## src/sv/pid_pkg.sv

```systemverilog
`timescale 1ns / 1ps
`default_nettype none

package pid_pkg;

   localparam int CSR_INDEX_W = 3;
   localparam int CSR_DATA_W  = 32;

   localparam logic [14:0] MAX_OUTPUT_RESET = 15'h7FFF;

   typedef enum logic [CSR_INDEX_W-1:0] {
      REG_MAX_OUTPUT          = 3'd0,
      REG_DEAD_BAND           = 3'd1,
      REG_INTEGRAL_LIMIT      = 3'd2,
      REG_INTEGRAL_SEPARATION = 3'd3,
      REG_DERIVATIVE_LIMIT    = 3'd4,
      REG_GAIN_P              = 3'd5,
      REG_GAIN_I              = 3'd6,
      REG_GAIN_D              = 3'd7
   } pid_reg_type;

   typedef struct packed {
      logic [14:0]        max_output;
      logic [15:0]        dead_band;
      logic [30:0]        integral_limit;
      logic [15:0]        integral_separation;
      logic [16:0]        derivative_limit;
      logic signed [15:0] gain_p;
      logic signed [15:0] gain_i;
      logic signed [15:0] gain_d;
   } pid_cfg_type;

   // sampled request word
   typedef struct packed {
      logic signed [15:0] measured;
      logic signed [15:0] setpoint;
      logic [14:0]        cap;
   } pid_sample_type;

   // error terms after the state update
   typedef struct packed {
      logic signed [16:0] err;
      logic signed [31:0] integral;
      logic signed [17:0] diff;
      logic               dead;
      logic [14:0]        cap;
   } pid_term_type;

   // weighted terms
   typedef struct packed {
      logic signed [32:0] prod_p;
      logic signed [47:0] prod_i;
      logic signed [33:0] prod_d;
      logic               dead;
      logic [14:0]        cap;
   } pid_prod_type;

endpackage

`default_nettype wire

```

## src/sv/pid_req_if.sv

```systemverilog
`timescale 1ns / 1ps
`default_nettype none

interface pid_req_if;
   logic               valid;
   logic               ready;
   logic signed [15:0] measured;
   logic signed [15:0] setpoint;
   logic [14:0]        cap;

   modport source (output valid, output measured, output setpoint, output cap, input ready);
   modport sink (input valid, input measured, input setpoint, input cap, output ready);
endinterface

`default_nettype wire

```

## src/sv/pid_rsp_if.sv

```systemverilog
`timescale 1ns / 1ps
`default_nettype none

interface pid_rsp_if;
   logic               valid;
   logic               ready;
   logic signed [15:0] drive;
   logic signed [15:0] capped_drive;
   logic               in_dead_band;

   modport source (output valid, output drive, output capped_drive, output in_dead_band,
                   input ready);
   modport sink (input valid, input drive, input capped_drive, input in_dead_band,
                 output ready);
endinterface

`default_nettype wire

```

## src/sv/pid_csr_if.sv

```systemverilog
`timescale 1ns / 1ps
`default_nettype none

interface pid_csr_if
   import pid_pkg::*;
();
   logic                   valid;
   logic                   ready;
   logic [CSR_INDEX_W-1:0] index;
   logic [CSR_DATA_W-1:0]  data;

   modport source (output valid, output index, output data, input ready);
   modport sink (input valid, input index, input data, output ready);
endinterface

`default_nettype wire

```

## src/sv/pid_update.sv

```systemverilog
`timescale 1ns / 1ps
`default_nettype none

module pid_update
   import pid_pkg::*;
(
   input  wire logic           clock,
   input  wire logic           reset,
   input  wire pid_cfg_type    cfg,
   input  wire logic           in_valid,
   input  wire pid_sample_type in_word,
   input  wire logic           take,
   output logic                out_valid,
   output pid_term_type        out_word
);

   logic signed [16:0] prev_err_ff;
   logic signed [31:0] integral_ff;
   logic               valid_ff;
   pid_term_type       word_ff;

   logic signed [16:0] err;
   logic [16:0]        mag;
   logic               dead;
   logic               integrate;
   logic signed [32:0] acc;
   logic signed [31:0] acc_sat;
   logic signed [31:0] int_lim;
   logic signed [31:0] acc_clamp;
   logic signed [31:0] integral_in;
   logic signed [17:0] diff_raw;
   logic signed [17:0] diff_lim;
   logic signed [17:0] diff_in;
   pid_term_type       word_in;

   always_comb begin
      err       = 17'(in_word.setpoint) - 17'(in_word.measured);
      mag       = err[16] ? 17'(-err) : err;
      dead      = mag <= {1'b0, cfg.dead_band};
      integrate = (cfg.integral_separation == 16'd0) || (mag < {1'b0, cfg.integral_separation});

      acc = 33'(integral_ff) + 33'(err);
      // saturate to 32 bits when the top two bits disagree
      if (acc[32] != acc[31]) begin
         acc_sat = acc[32] ? 32'sh8000_0000 : 32'sh7FFF_FFFF;
      end else begin
         acc_sat = acc[31:0];
      end

      int_lim = $signed({1'b0, cfg.integral_limit});
      acc_clamp = acc_sat;
      if (cfg.integral_limit != 31'd0) begin
         if (acc_sat > int_lim) begin
            acc_clamp = int_lim;
         end else if (acc_sat < -int_lim) begin
            acc_clamp = -int_lim;
         end
      end

      if (dead) begin
         integral_in = integral_ff;
      end else if (integrate) begin
         integral_in = acc_clamp;
      end else begin
         integral_in = 32'sd0;
      end

      diff_raw = 18'(err) - 18'(prev_err_ff);
      diff_lim = $signed({1'b0, cfg.derivative_limit});
      diff_in  = diff_raw;
      if (cfg.derivative_limit != 17'd0) begin
         if (diff_raw > diff_lim) begin
            diff_in = diff_lim;
         end else if (diff_raw < -diff_lim) begin
            diff_in = -diff_lim;
         end
      end

      word_in.err      = err;
      word_in.integral = integral_in;
      word_in.diff     = diff_in;
      word_in.dead     = dead;
      word_in.cap      = in_word.cap;
   end

   always_ff @(posedge clock) begin
      if (reset) begin
         prev_err_ff <= '0;
         integral_ff <= '0;
         valid_ff    <= 1'b0;
      end else if (take) begin
         valid_ff <= in_valid;
         if (in_valid) begin
            prev_err_ff <= err;
            integral_ff <= integral_in;
         end
      end
   end

   always_ff @(posedge clock) begin
      if (take && in_valid) begin
         word_ff <= word_in;
      end
   end

   assign out_valid = valid_ff;
   assign out_word  = word_ff;

endmodule

`default_nettype wire

```

## src/sv/pid_mult.sv

```systemverilog
`timescale 1ns / 1ps
`default_nettype none

module pid_mult
   import pid_pkg::*;
(
   input  wire logic         clock,
   input  wire logic         reset,
   input  wire pid_cfg_type  cfg,
   input  wire logic         in_valid,
   input  wire pid_term_type in_word,
   input  wire logic         take,
   output logic              out_valid,
   output pid_prod_type      out_word
);

   logic         valid_ff;
   pid_prod_type word_ff;
   pid_prod_type word_in;

   // three independent signed products
   always_comb begin
      word_in.prod_p = 33'(cfg.gain_p) * 33'(in_word.err);
      word_in.prod_i = 48'(cfg.gain_i) * 48'(in_word.integral);
      word_in.prod_d = 34'(cfg.gain_d) * 34'(in_word.diff);
      word_in.dead   = in_word.dead;
      word_in.cap    = in_word.cap;
   end

   always_ff @(posedge clock) begin
      if (reset) begin
         valid_ff <= 1'b0;
      end else if (take) begin
         valid_ff <= in_valid;
      end
   end

   always_ff @(posedge clock) begin
      if (take && in_valid) begin
         word_ff <= word_in;
      end
   end

   assign out_valid = valid_ff;
   assign out_word  = word_ff;

endmodule

`default_nettype wire

```

## src/sv/pid_scale.sv

```systemverilog
`timescale 1ns / 1ps
`default_nettype none

module pid_scale
   import pid_pkg::*;
(
   input  wire logic         clock,
   input  wire logic         reset,
   input  wire pid_cfg_type  cfg,
   input  wire logic         in_valid,
   input  wire pid_prod_type in_word,
   output logic              take,
   pid_rsp_if.source         rsp_chan
);

   logic               valid_ff;
   logic signed [15:0] drive_ff;
   logic signed [15:0] capped_ff;
   logic               dead_ff;

   logic signed [49:0] sum;
   logic signed [41:0] scaled;
   logic signed [41:0] max_lim;
   logic signed [15:0] drive_in;
   logic signed [15:0] cap_lim;
   logic signed [15:0] capped_in;

   always_comb begin
      sum    = 50'(in_word.prod_p) + 50'(in_word.prod_i) + 50'(in_word.prod_d) + 50'sd128;
      // arithmetic shift by 8 gives the floor
      scaled = sum[49:8];

      max_lim = $signed({27'd0, cfg.max_output});
      if (scaled > max_lim) begin
         drive_in = max_lim[15:0];
      end else if (scaled < -max_lim) begin
         drive_in = 16'(-max_lim);
      end else begin
         drive_in = scaled[15:0];
      end

      cap_lim = $signed({1'b0, in_word.cap});
      if (drive_in > cap_lim) begin
         capped_in = cap_lim;
      end else if (drive_in < -cap_lim) begin
         capped_in = -cap_lim;
      end else begin
         capped_in = drive_in;
      end

      if (in_word.dead) begin
         drive_in  = 16'sd0;
         capped_in = 16'sd0;
      end
   end

   assign take = !valid_ff || rsp_chan.ready;

   always_ff @(posedge clock) begin
      if (reset) begin
         valid_ff <= 1'b0;
      end else if (take) begin
         valid_ff <= in_valid;
      end
   end

   always_ff @(posedge clock) begin
      if (take && in_valid) begin
         drive_ff  <= drive_in;
         capped_ff <= capped_in;
         dead_ff   <= in_word.dead;
      end
   end

   assign rsp_chan.valid        = valid_ff;
   assign rsp_chan.drive        = drive_ff;
   assign rsp_chan.capped_drive = capped_ff;
   assign rsp_chan.in_dead_band = dead_ff;

endmodule

`default_nettype wire

```

## src/sv/pid_controller_step.sv

```systemverilog
// positional pid controller step with dead band and anti-windup
//
// req_chan: one word per control sample (measured, setpoint, cap). rsp_chan: one
// word per request (drive, capped_drive, in_dead_band), in request order.
// csr_chan: register writes, always ready; write only while no request is in flight.
//
// four register stages: request capture, error/integral/derivative update, gain
// products, then scaling and clamps into the output register. one request per
// cycle is sustained while rsp_chan is ready; the stored error and integral are
// updated in a single stage, so back-to-back samples see each other's state.
//
// reset empties the pipeline, clears previous error and integral, sets max_output
// to full scale and all other registers to zero.
// when rsp_chan stalls the output word holds; earlier stages keep filling empty
// slots, and req_chan.ready drops only once every stage holds a word.
`timescale 1ns / 1ps
`default_nettype none

module pid_controller_step
   import pid_pkg::*;
(
   input  wire logic clock,
   input  wire logic reset,
   pid_req_if.sink   req_chan,
   pid_rsp_if.source rsp_chan,
   pid_csr_if.sink   csr_chan
);

   pid_cfg_type    cfg_ff;
   logic           s1_valid_ff;
   pid_sample_type s1_word_ff;

   logic           s1_take;
   logic           s2_take;
   logic           s3_take;
   logic           out_take;
   logic           s2_valid;
   logic           s3_valid;
   pid_term_type   s2_word;
   pid_prod_type   s3_word;

   assign csr_chan.ready = 1'b1;

   always_ff @(posedge clock) begin
      if (reset) begin
         cfg_ff.max_output          <= MAX_OUTPUT_RESET;
         cfg_ff.dead_band           <= '0;
         cfg_ff.integral_limit      <= '0;
         cfg_ff.integral_separation <= '0;
         cfg_ff.derivative_limit    <= '0;
         cfg_ff.gain_p              <= '0;
         cfg_ff.gain_i              <= '0;
         cfg_ff.gain_d              <= '0;
      end else if (csr_chan.valid) begin
         case (pid_reg_type'(csr_chan.index))
            REG_MAX_OUTPUT:          cfg_ff.max_output          <= csr_chan.data[14:0];
            REG_DEAD_BAND:           cfg_ff.dead_band           <= csr_chan.data[15:0];
            REG_INTEGRAL_LIMIT:      cfg_ff.integral_limit      <= csr_chan.data[30:0];
            REG_INTEGRAL_SEPARATION: cfg_ff.integral_separation <= csr_chan.data[15:0];
            REG_DERIVATIVE_LIMIT:    cfg_ff.derivative_limit    <= csr_chan.data[16:0];
            REG_GAIN_P:              cfg_ff.gain_p              <= $signed(csr_chan.data[15:0]);
            REG_GAIN_I:              cfg_ff.gain_i              <= $signed(csr_chan.data[15:0]);
            REG_GAIN_D:              cfg_ff.gain_d              <= $signed(csr_chan.data[15:0]);
            default: begin
            end
         endcase
      end
   end

   // each stage loads when it is empty or its word moves on
   assign s3_take = !s3_valid || out_take;
   assign s2_take = !s2_valid || s3_take;
   assign s1_take = !s1_valid_ff || s2_take;

   assign req_chan.ready = s1_take;

   always_ff @(posedge clock) begin
      if (reset) begin
         s1_valid_ff <= 1'b0;
      end else if (s1_take) begin
         s1_valid_ff <= req_chan.valid;
      end
   end

   always_ff @(posedge clock) begin
      if (s1_take && req_chan.valid) begin
         s1_word_ff.measured <= req_chan.measured;
         s1_word_ff.setpoint <= req_chan.setpoint;
         s1_word_ff.cap      <= req_chan.cap;
      end
   end

   pid_update u_update (
      .clock     (clock),
      .reset     (reset),
      .cfg       (cfg_ff),
      .in_valid  (s1_valid_ff),
      .in_word   (s1_word_ff),
      .take      (s2_take),
      .out_valid (s2_valid),
      .out_word  (s2_word)
   );

   pid_mult u_mult (
      .clock     (clock),
      .reset     (reset),
      .cfg       (cfg_ff),
      .in_valid  (s2_valid),
      .in_word   (s2_word),
      .take      (s3_take),
      .out_valid (s3_valid),
      .out_word  (s3_word)
   );

   pid_scale u_scale (
      .clock    (clock),
      .reset    (reset),
      .cfg      (cfg_ff),
      .in_valid (s3_valid),
      .in_word  (s3_word),
      .take     (out_take),
      .rsp_chan (rsp_chan)
   );

endmodule

`default_nettype wire

```

## src/flat_wrapper.sv

```systemverilog
// flat-port wrapper written by rule: the top's interface ports become plain ports
module pid_controller_step_flat import pid_pkg::*;
  (clock, reset, req_chan_valid, req_chan_measured, req_chan_setpoint, req_chan_cap, req_chan_ready, rsp_chan_valid, rsp_chan_drive, rsp_chan_capped_drive, rsp_chan_in_dead_band, rsp_chan_ready, csr_chan_valid, csr_chan_index, csr_chan_data, csr_chan_ready);
  pid_req_if req_chan_i ();
  pid_rsp_if rsp_chan_i ();
  pid_csr_if csr_chan_i ();
  input  wire logic clock;
  input  wire logic reset;
  input wire logic [$bits(req_chan_i.valid)-1:0] req_chan_valid;
  input wire logic [$bits(req_chan_i.measured)-1:0] req_chan_measured;
  input wire logic [$bits(req_chan_i.setpoint)-1:0] req_chan_setpoint;
  input wire logic [$bits(req_chan_i.cap)-1:0] req_chan_cap;
  output wire logic [$bits(req_chan_i.ready)-1:0] req_chan_ready;
  output wire logic [$bits(rsp_chan_i.valid)-1:0] rsp_chan_valid;
  output wire logic [$bits(rsp_chan_i.drive)-1:0] rsp_chan_drive;
  output wire logic [$bits(rsp_chan_i.capped_drive)-1:0] rsp_chan_capped_drive;
  output wire logic [$bits(rsp_chan_i.in_dead_band)-1:0] rsp_chan_in_dead_band;
  input wire logic [$bits(rsp_chan_i.ready)-1:0] rsp_chan_ready;
  input wire logic [$bits(csr_chan_i.valid)-1:0] csr_chan_valid;
  input wire logic [$bits(csr_chan_i.index)-1:0] csr_chan_index;
  input wire logic [$bits(csr_chan_i.data)-1:0] csr_chan_data;
  output wire logic [$bits(csr_chan_i.ready)-1:0] csr_chan_ready;
  assign req_chan_i.valid = req_chan_valid;
  assign req_chan_i.measured = req_chan_measured;
  assign req_chan_i.setpoint = req_chan_setpoint;
  assign req_chan_i.cap = req_chan_cap;
  assign req_chan_ready = req_chan_i.ready;
  assign rsp_chan_valid = rsp_chan_i.valid;
  assign rsp_chan_drive = rsp_chan_i.drive;
  assign rsp_chan_capped_drive = rsp_chan_i.capped_drive;
  assign rsp_chan_in_dead_band = rsp_chan_i.in_dead_band;
  assign rsp_chan_i.ready = rsp_chan_ready;
  assign csr_chan_i.valid = csr_chan_valid;
  assign csr_chan_i.index = csr_chan_index;
  assign csr_chan_i.data = csr_chan_data;
  assign csr_chan_ready = csr_chan_i.ready;
  pid_controller_step u_core (.clock(clock), .reset(reset), .req_chan(req_chan_i), .rsp_chan(rsp_chan_i), .csr_chan(csr_chan_i));
endmodule
```

## config.mk

```make
export PLATFORM = sky130hd
export DESIGN_NAME = pid_controller_step_flat
export DESIGN_NICKNAME = d
export VERILOG_FILES = /design/src/sv/pid_pkg.sv /design/src/sv/pid_req_if.sv /design/src/sv/pid_rsp_if.sv /design/src/sv/pid_csr_if.sv /design/src/sv/pid_update.sv /design/src/sv/pid_mult.sv /design/src/sv/pid_scale.sv /design/src/sv/pid_controller_step.sv /design/src/flat_wrapper.sv
export SDC_FILE = /design/constraint.sdc
export NUM_CORES = 2
export LEC_CHECK = 0
export BUFFER_PORTS_ARGS = -buffer_cell sky130_fd_sc_hd__buf_4
export CAP_MARGIN = 20
export CORE_MARGIN = 3
export CORE_UTILIZATION = 35
export DETAILED_ROUTE_END_ITERATION = 12
export SLEW_MARGIN = 30
export SYNTH_ARGS = -nofsm -noshare
export SYNTH_HDL_FRONTEND = slang
export SYNTH_SLANG_ARGS = --single-unit
```

## constraint.sdc

```tcl
create_clock -name clock -period 13.4 [get_ports clock]
set_input_delay 1.34 -clock clock [delete_from_list [all_inputs] [get_ports clock]]
set_output_delay 1.34 -clock clock [all_outputs]
set_load 0.005 [all_outputs]
```

* After elaboration in Yosys (flattened, before gate mapping) *
Cells that the tools add are included.

word-level totals
  flip-flop bits (word level) = 490
  input port bits = 87
  output and inout bits = 36
  logic and storage cells = 105

operators by class
  $add $sub $neg = 11
  multipliers = 3
  order comparisons = 10
  equality and inequality tests = 8
  muxes and demuxes = 15
  reductions and logical operators = 27

operators with widths
  kind                   count
  $mux 32                7
  $mux 18                3
  $add 49x34->50         1
  $add 50x9->50 const B  1
  $add 33x48->49         1
  $mul 16x32->48         1
  $mux 16                3
  $gt 42x16->1           1
  $lt 42x42->1           1
  $neg 15->42            1
  $mul 16x18->34         1
  $add 32x17->33         1
  $mul 16x17->33         1
  $gt 32x32->1           1
  $lt 32x32->1           1
  $neg 31->32            1
  $reduce_bool 31->1     1
  $gt 18x18->1           1
  $lt 18x18->1           1
  $neg 17->18            1
  $reduce_and 2->1       9
  $sub 17x17->18         1
  $le 17x16->1           1
  $lt 17x16->1           1
  other kinds (18)       32

* Depth between registers and ports, before layout *
  depth after elaboration = 10
  mapped depth = 52

* Cells and area by module *
From an unflattened synthesis, not the netlist that was laid out.

unflattened totals
  cell total of the unflattened synthesis = 7924
  area total of the unflattened synthesis = 73255.3 µm²

modules (own cells, without submodules)
  module               instances  cells each  area each (µm²)
  pid_mult             1          4565        43028.8
  pid_update           1          1607        13554.2
  pid_scale            1          1170        9447.8
  pid_controller_step  1          582         7224.4

* Least setup slack after synthesis *
No wires, ideal clock.

  path kind = input to register
  start = input rsp_chan_ready
  end = register u_core.u_mult.word_ff, in the netlist u_core.u_mult.out_word[0] (enable)
  setup time = 821 ps
  arrival = 10896 ps
  required time = 12579 ps
  setup slack = 1683 ps
  stages = 2
  cells stage by stage = nor2b_1 a21boi_0

on the way
  word-level cells in the longest chain between the ends = 3

ends and longest elaborated chain
  element               line                       RTL
  start, declared       flat_wrapper.sv:18         input wire logic [$bits(rsp_chan_i.ready)-1:0] rsp_chan_ready;
  $logic_or 1x1->1      pid_scale.sv:57            assign take = !valid_ff || rsp_chan.ready;
  $logic_or 1x1->1      pid_controller_step.sv:71  assign s3_take = !s3_valid || out_take;
  $logic_and 1x1->1     pid_mult.sv:39             if (take && in_valid) begin
  end signal, assigned  pid_mult.sv:40             word_ff <= word_in;
  end, declared         pid_mult.sv:18             pid_prod_type word_ff;

No other way between the ends.
A chain may end at the register's enable or synchronous reset.

* Final worst setup path *
  start = register u_core.u_mult.word_ff, in the netlist u_core.u_mult.out_word[130]
  end = register u_core.u_scale.capped_ff[8], in the netlist u_core.u_scale.rsp_chan.capped_drive[8] (data pin)

on the way
  word-level cells in the longest chain between the ends = 9
  elaborated cells on any way between the ends = 11
  those cells by class = 3 x add/sub; 4 x order compare; 4 x mux

ends and longest elaborated chain
  element               line             RTL
  $add 33x48->49 (*)    pid_scale.sv:29  sum = 50'(in_word.prod_p) + 50'(in_word.prod_i) + 50'(in_word.prod_d) + 50'sd128;
  $add 49x34->50 (*)    pid_scale.sv:29
  $add 50x9->50 (*)     pid_scale.sv:29
  $lt 42x42->1          pid_scale.sv:36  end else if (scaled < -max_lim) begin
  $mux 16               pid_scale.sv:36
  $mux 16 (*)           pid_scale.sv:34  if (scaled > max_lim) begin
  $lt 16x16->1          pid_scale.sv:45  end else if (drive_in < -cap_lim) begin
  $mux 16               pid_scale.sv:45
  $mux 15 (*)           pid_scale.sv:43  if (drive_in > cap_lim) begin
  end signal, assigned  pid_scale.sv:70  capped_ff <= capped_in;
  end, declared         pid_scale.sv:18  logic signed [15:0] capped_ff;

Mark *: on every way between the ends. The rest lies on a longest branch, timed or not.

==> impl_summary.txt <==
----------------------------------------------------
[Logic synthesis]
  Top-area cell type share of the netlist area ... 31.2%
  Cell with the most instances after synthesis ... inv_1
  Cell taking the most area after synthesis ... fa_1
  Number of warnings printed during yosys synthesis ... 0
  Fraction of registers with async set/reset ... 0%
  Synthesized instance count ... 7755
  EDFF count, synth ... 294
  Commonest cells post-synth ... 1479 x inv_1, 1111 x nand2_1, 1102 x fa_1
  Most used DFF post-synth ... edfxtp_1
  Synth area leaders ... fa_1 31%, edfxtp_1 12%, ha_1 12%
  Sequential area share after synthesis ... 18.0%
  Synth Area per Inst ... 9.12 um2
  Yosys reg bits ... 490
  Post-synthesis net count ... 9603
  Netlist area before placement ... 0.0707 mm2
  Number of distinct library cell variants in the gate-level netlist after synthesis ... 99

[Critical path]
  Family with the most delay on the worst path ... compound AO/OA/AOI/OAI gates
  Worst R2R Setup Slack ... 1.58 ns
  Arrival time worst endpoint ... 12.27 ns
  Buffers plus inverters on the worst setup path ... 2
  Max incr delay on CP ... 0.91 ns
  Critical path startpoint category ... flip-flop
  Biggest fanout along the worst timing path ... 18
  Most used cell, CP ... o21a_1
  Critical-path top delay cell ... edfxtp_1
  Worst Path Class, Setup ... reg2reg
  Element type at the critical path end ... flip-flop
  Data required time of the critical path ... 13.85 ns

[Layout]
  Layout Area Growth over Synthesis ... 7.98%
  Final Cell Area ... 0.0763 mm2
  Multi-input combinational cell area ... 0.0513 mm2
  Nets ... 9560
  Fillers ... 20200
  Area of all sequential standard cells ... 0.0128 mm2
  Share of post-route cells with drive strength above 1 ... 4.67%

[Global routing]
  Wire length of the first global-routing pass ... 307 mm
  Largest net degree at the start of global routing ... 92
  Global-route total usage across every layer ... 18.5%
  Antenna violations before repair ... 15
  Overflow left after global routing ... 0
  Number of global-route vias before repair ... 55500

[Routing]
  WL per Instance ... 18.2 um
  Number of DRC violations after detailed-routing iteration 0 ... 3842
  Total wire length ... 190 mm
  Final routed DRC violation total ... 0
  Routed via count ... 52900
  Antenna-violating nets left ... 0
  Drt first pass iters ... 8
  Vias per cell ... 5.08

[Power and ir drop]
  Leakage power ... 33.7 nW
  Maximum resistive drop on vdd ... 112 uV
  Power per cell area ... 110 mW/mm2

[Clocking]
  Library cell used as clock root buffer ... clkbuf_16
  Worst-Skew Late Latency ... 0.68 ns
  Clock sink count ... 490
  Number of buffers inserted by hold repair at cts ... 0
  Cts bufs inserted ... 56
  Count of buffers added by post-CTS timing repair for setup ... 0
  Reg clk slew, reported paths ... 0.07 ns
  Clock tree buffer depth ... 3
  CTS tree ... yes
  Resize count post-CTS ... 0
  H-tree levels ... 2

[Placed design]
  Quantity of I/O buffers inserted on ports ... 120
  DP HPWL ... 152 mm
  Area after DPL ... 0.0744 mm2
  Weighted congestion at the end of routability-driven global placement ... 0.907

[STA]
  Max-slew violations ... 0
  Worst Tran Pin Value ... 1.06 ns
  Sum Neg Setup Slack ... 0 ns
  Worst slew margin relative to its limit ... 29.1%
  Final period demand of the worst path ... 11.82 ns
  Ratio of final minimum period to clock period ... 88.2%
  Achievable frequency ... 84.6 MHz
  Setup repair after global routing missed its margin ... no
  Hold violation count in the final report ... 0
  Final setup fails ... 0
  Worst clock skew ... 0.0480 ns

[Die]
  Die outline height ... 455 um
  Horizontal extent of the die ... 455 um
  Die ar. ... 0.207 mm2
  Initial core utilization ... 35.3%
  Row count ... 164
  Area of the core ... 0.200 mm2
  I/O pin count ... 123

[Job]
  Number of max-capacitance violations reported ... 0

[Run status]
  Run status ... finished, final reports clean

[Min path]
  Type of the tightest min-delay check ... reg2reg

----------------------------------------------------
## sequential cells by signal, summed over array words and instances (netlist names)
register                              count
u_core.cfg_ff                           143
u_core.u_mult.out_word                  131
u_core.u_update.out_word                 83
u_core.s1_word_ff                        47
u_core.u_update.integral_ff              32
u_core.u_update.prev_err_ff              17
u_core.u_scale.rsp_chan.capped_drive     16
u_core.u_scale.rsp_chan.drive            16
u_core.s1_valid_ff                        1
u_core.u_mult.out_valid                   1
u_core.u_scale.rsp_chan.in_dead_band      1
u_core.u_scale.rsp_chan.valid             1
u_core.u_update.out_valid                 1
## per-layer routing
metal	up-vias	share of wire, %	track usage (%)
li1	24600	-	-
met1	26500	45	25.8
met2	1539	45	29.6
met3	270	6.4	2.69
met4	0	3.3	5.65
met5	-	0	0
## final timing paths
| check | from | to | cells after the start |
|---|---|---|---|
| hold / removal | u_core.s1_word_ff[1]$_DFFE_PP_ | u_core.u_update.out_word[1]$_DFFE_PP_ | 0 |
| hold reg to reg | u_core.s1_word_ff[1]$_DFFE_PP_ | u_core.u_update.out_word[1]$_DFFE_PP_ | 0 |
| setup / recovery | u_core.u_mult.out_word[130]$_DFFE_PP_ | u_core.u_scale.rsp_chan.capped_drive[8]$_SDFFCE_PP0P_ | 41 |
| setup reg to reg | u_core.u_mult.out_word[130]$_DFFE_PP_ | u_core.u_scale.rsp_chan.capped_drive[8]$_SDFFCE_PP0P_ | 41 |
## power by group
group	switching (W)	leakage, nW	internal, W
registers	0.000367	4.36	0.00184
clock network	0.000689	0.958	0.000904
logic	0.00281	28.4	0.00176
total	0.00387	33.7	0.00451
## cell families after synthesis
family                   after synthesis  share of synthesized area [%]
other                                  1                        0.00530
buffers and inverters               1775                           9.51
flip-flops                           490                           18.0
AO/OA/AOI/OAI                       1080                           10.0
adder cells (fa/ha/maj)             1763                           42.9
AND/OR/NAND/NOR                     2331                           15.6
multiplexers                          18                          0.260
XOR/XNOR                             297                           3.72
## per-stage QoR
step                      worst slack (ns)  hold WS, ns  std cells  util [%]  power (W)
final                                 1.58        0.416      10400      38.1    0.00837
after global routing                 0.654        0.425      10400      38.1    0.00908
after CTS                             1.57        0.419      10400      38.1    0.00839
after detailed placement              1.65        0.405      10300      37.1    0.00676
after global placement                1.72        0.405      10300      37.1    0.00666
after floorplan                       1.68        0.400       7755         -    0.00532
## cells in the final DEF, fill, tap and decap left out, drive strengths merged, types with 14 or more instances in the layout
cell    Yosys  routed
o21bai     37      37
and3       17      17
nand2    1112    1112
nand4      56      56
mux2i      15      15
nor3       90      90
a221o      14      14
nand3      77      77
inv      1479    1489
xnor2     241     241
a21boi     17      17
o211ai     26      26
nor2      293     293
clkbuf    266      73
a31oi      36      36
nand2b     98      98
ha        659     659
xor2       54      54
a21o      123     123
a211oi     27      27
clkinv      1      19
or2        15      15
dfxtp     196     196
nor2b      48      48
or3        39      39
buf        29     194
o311ai     22      22
a21oi     358     358
nor4       24      24
o21ai     198     198
a211o      23      23
fa       1102    1102
and2      411     411
edfxtp    294     294
o21a       67      67
## layout make-up
class                      instances  share of cell area, %
clock inverter                    32                  0.388
tap                             2656                   4.35
timing repair buffer             194                   1.95
sequential                       490                   16.7
multi-input combinational       5490                   67.2
antenna                            4                 0.0131
inverter                        1480                   7.28
clock buffer                      73                   2.12
Power figures use the tool's default switching activity.
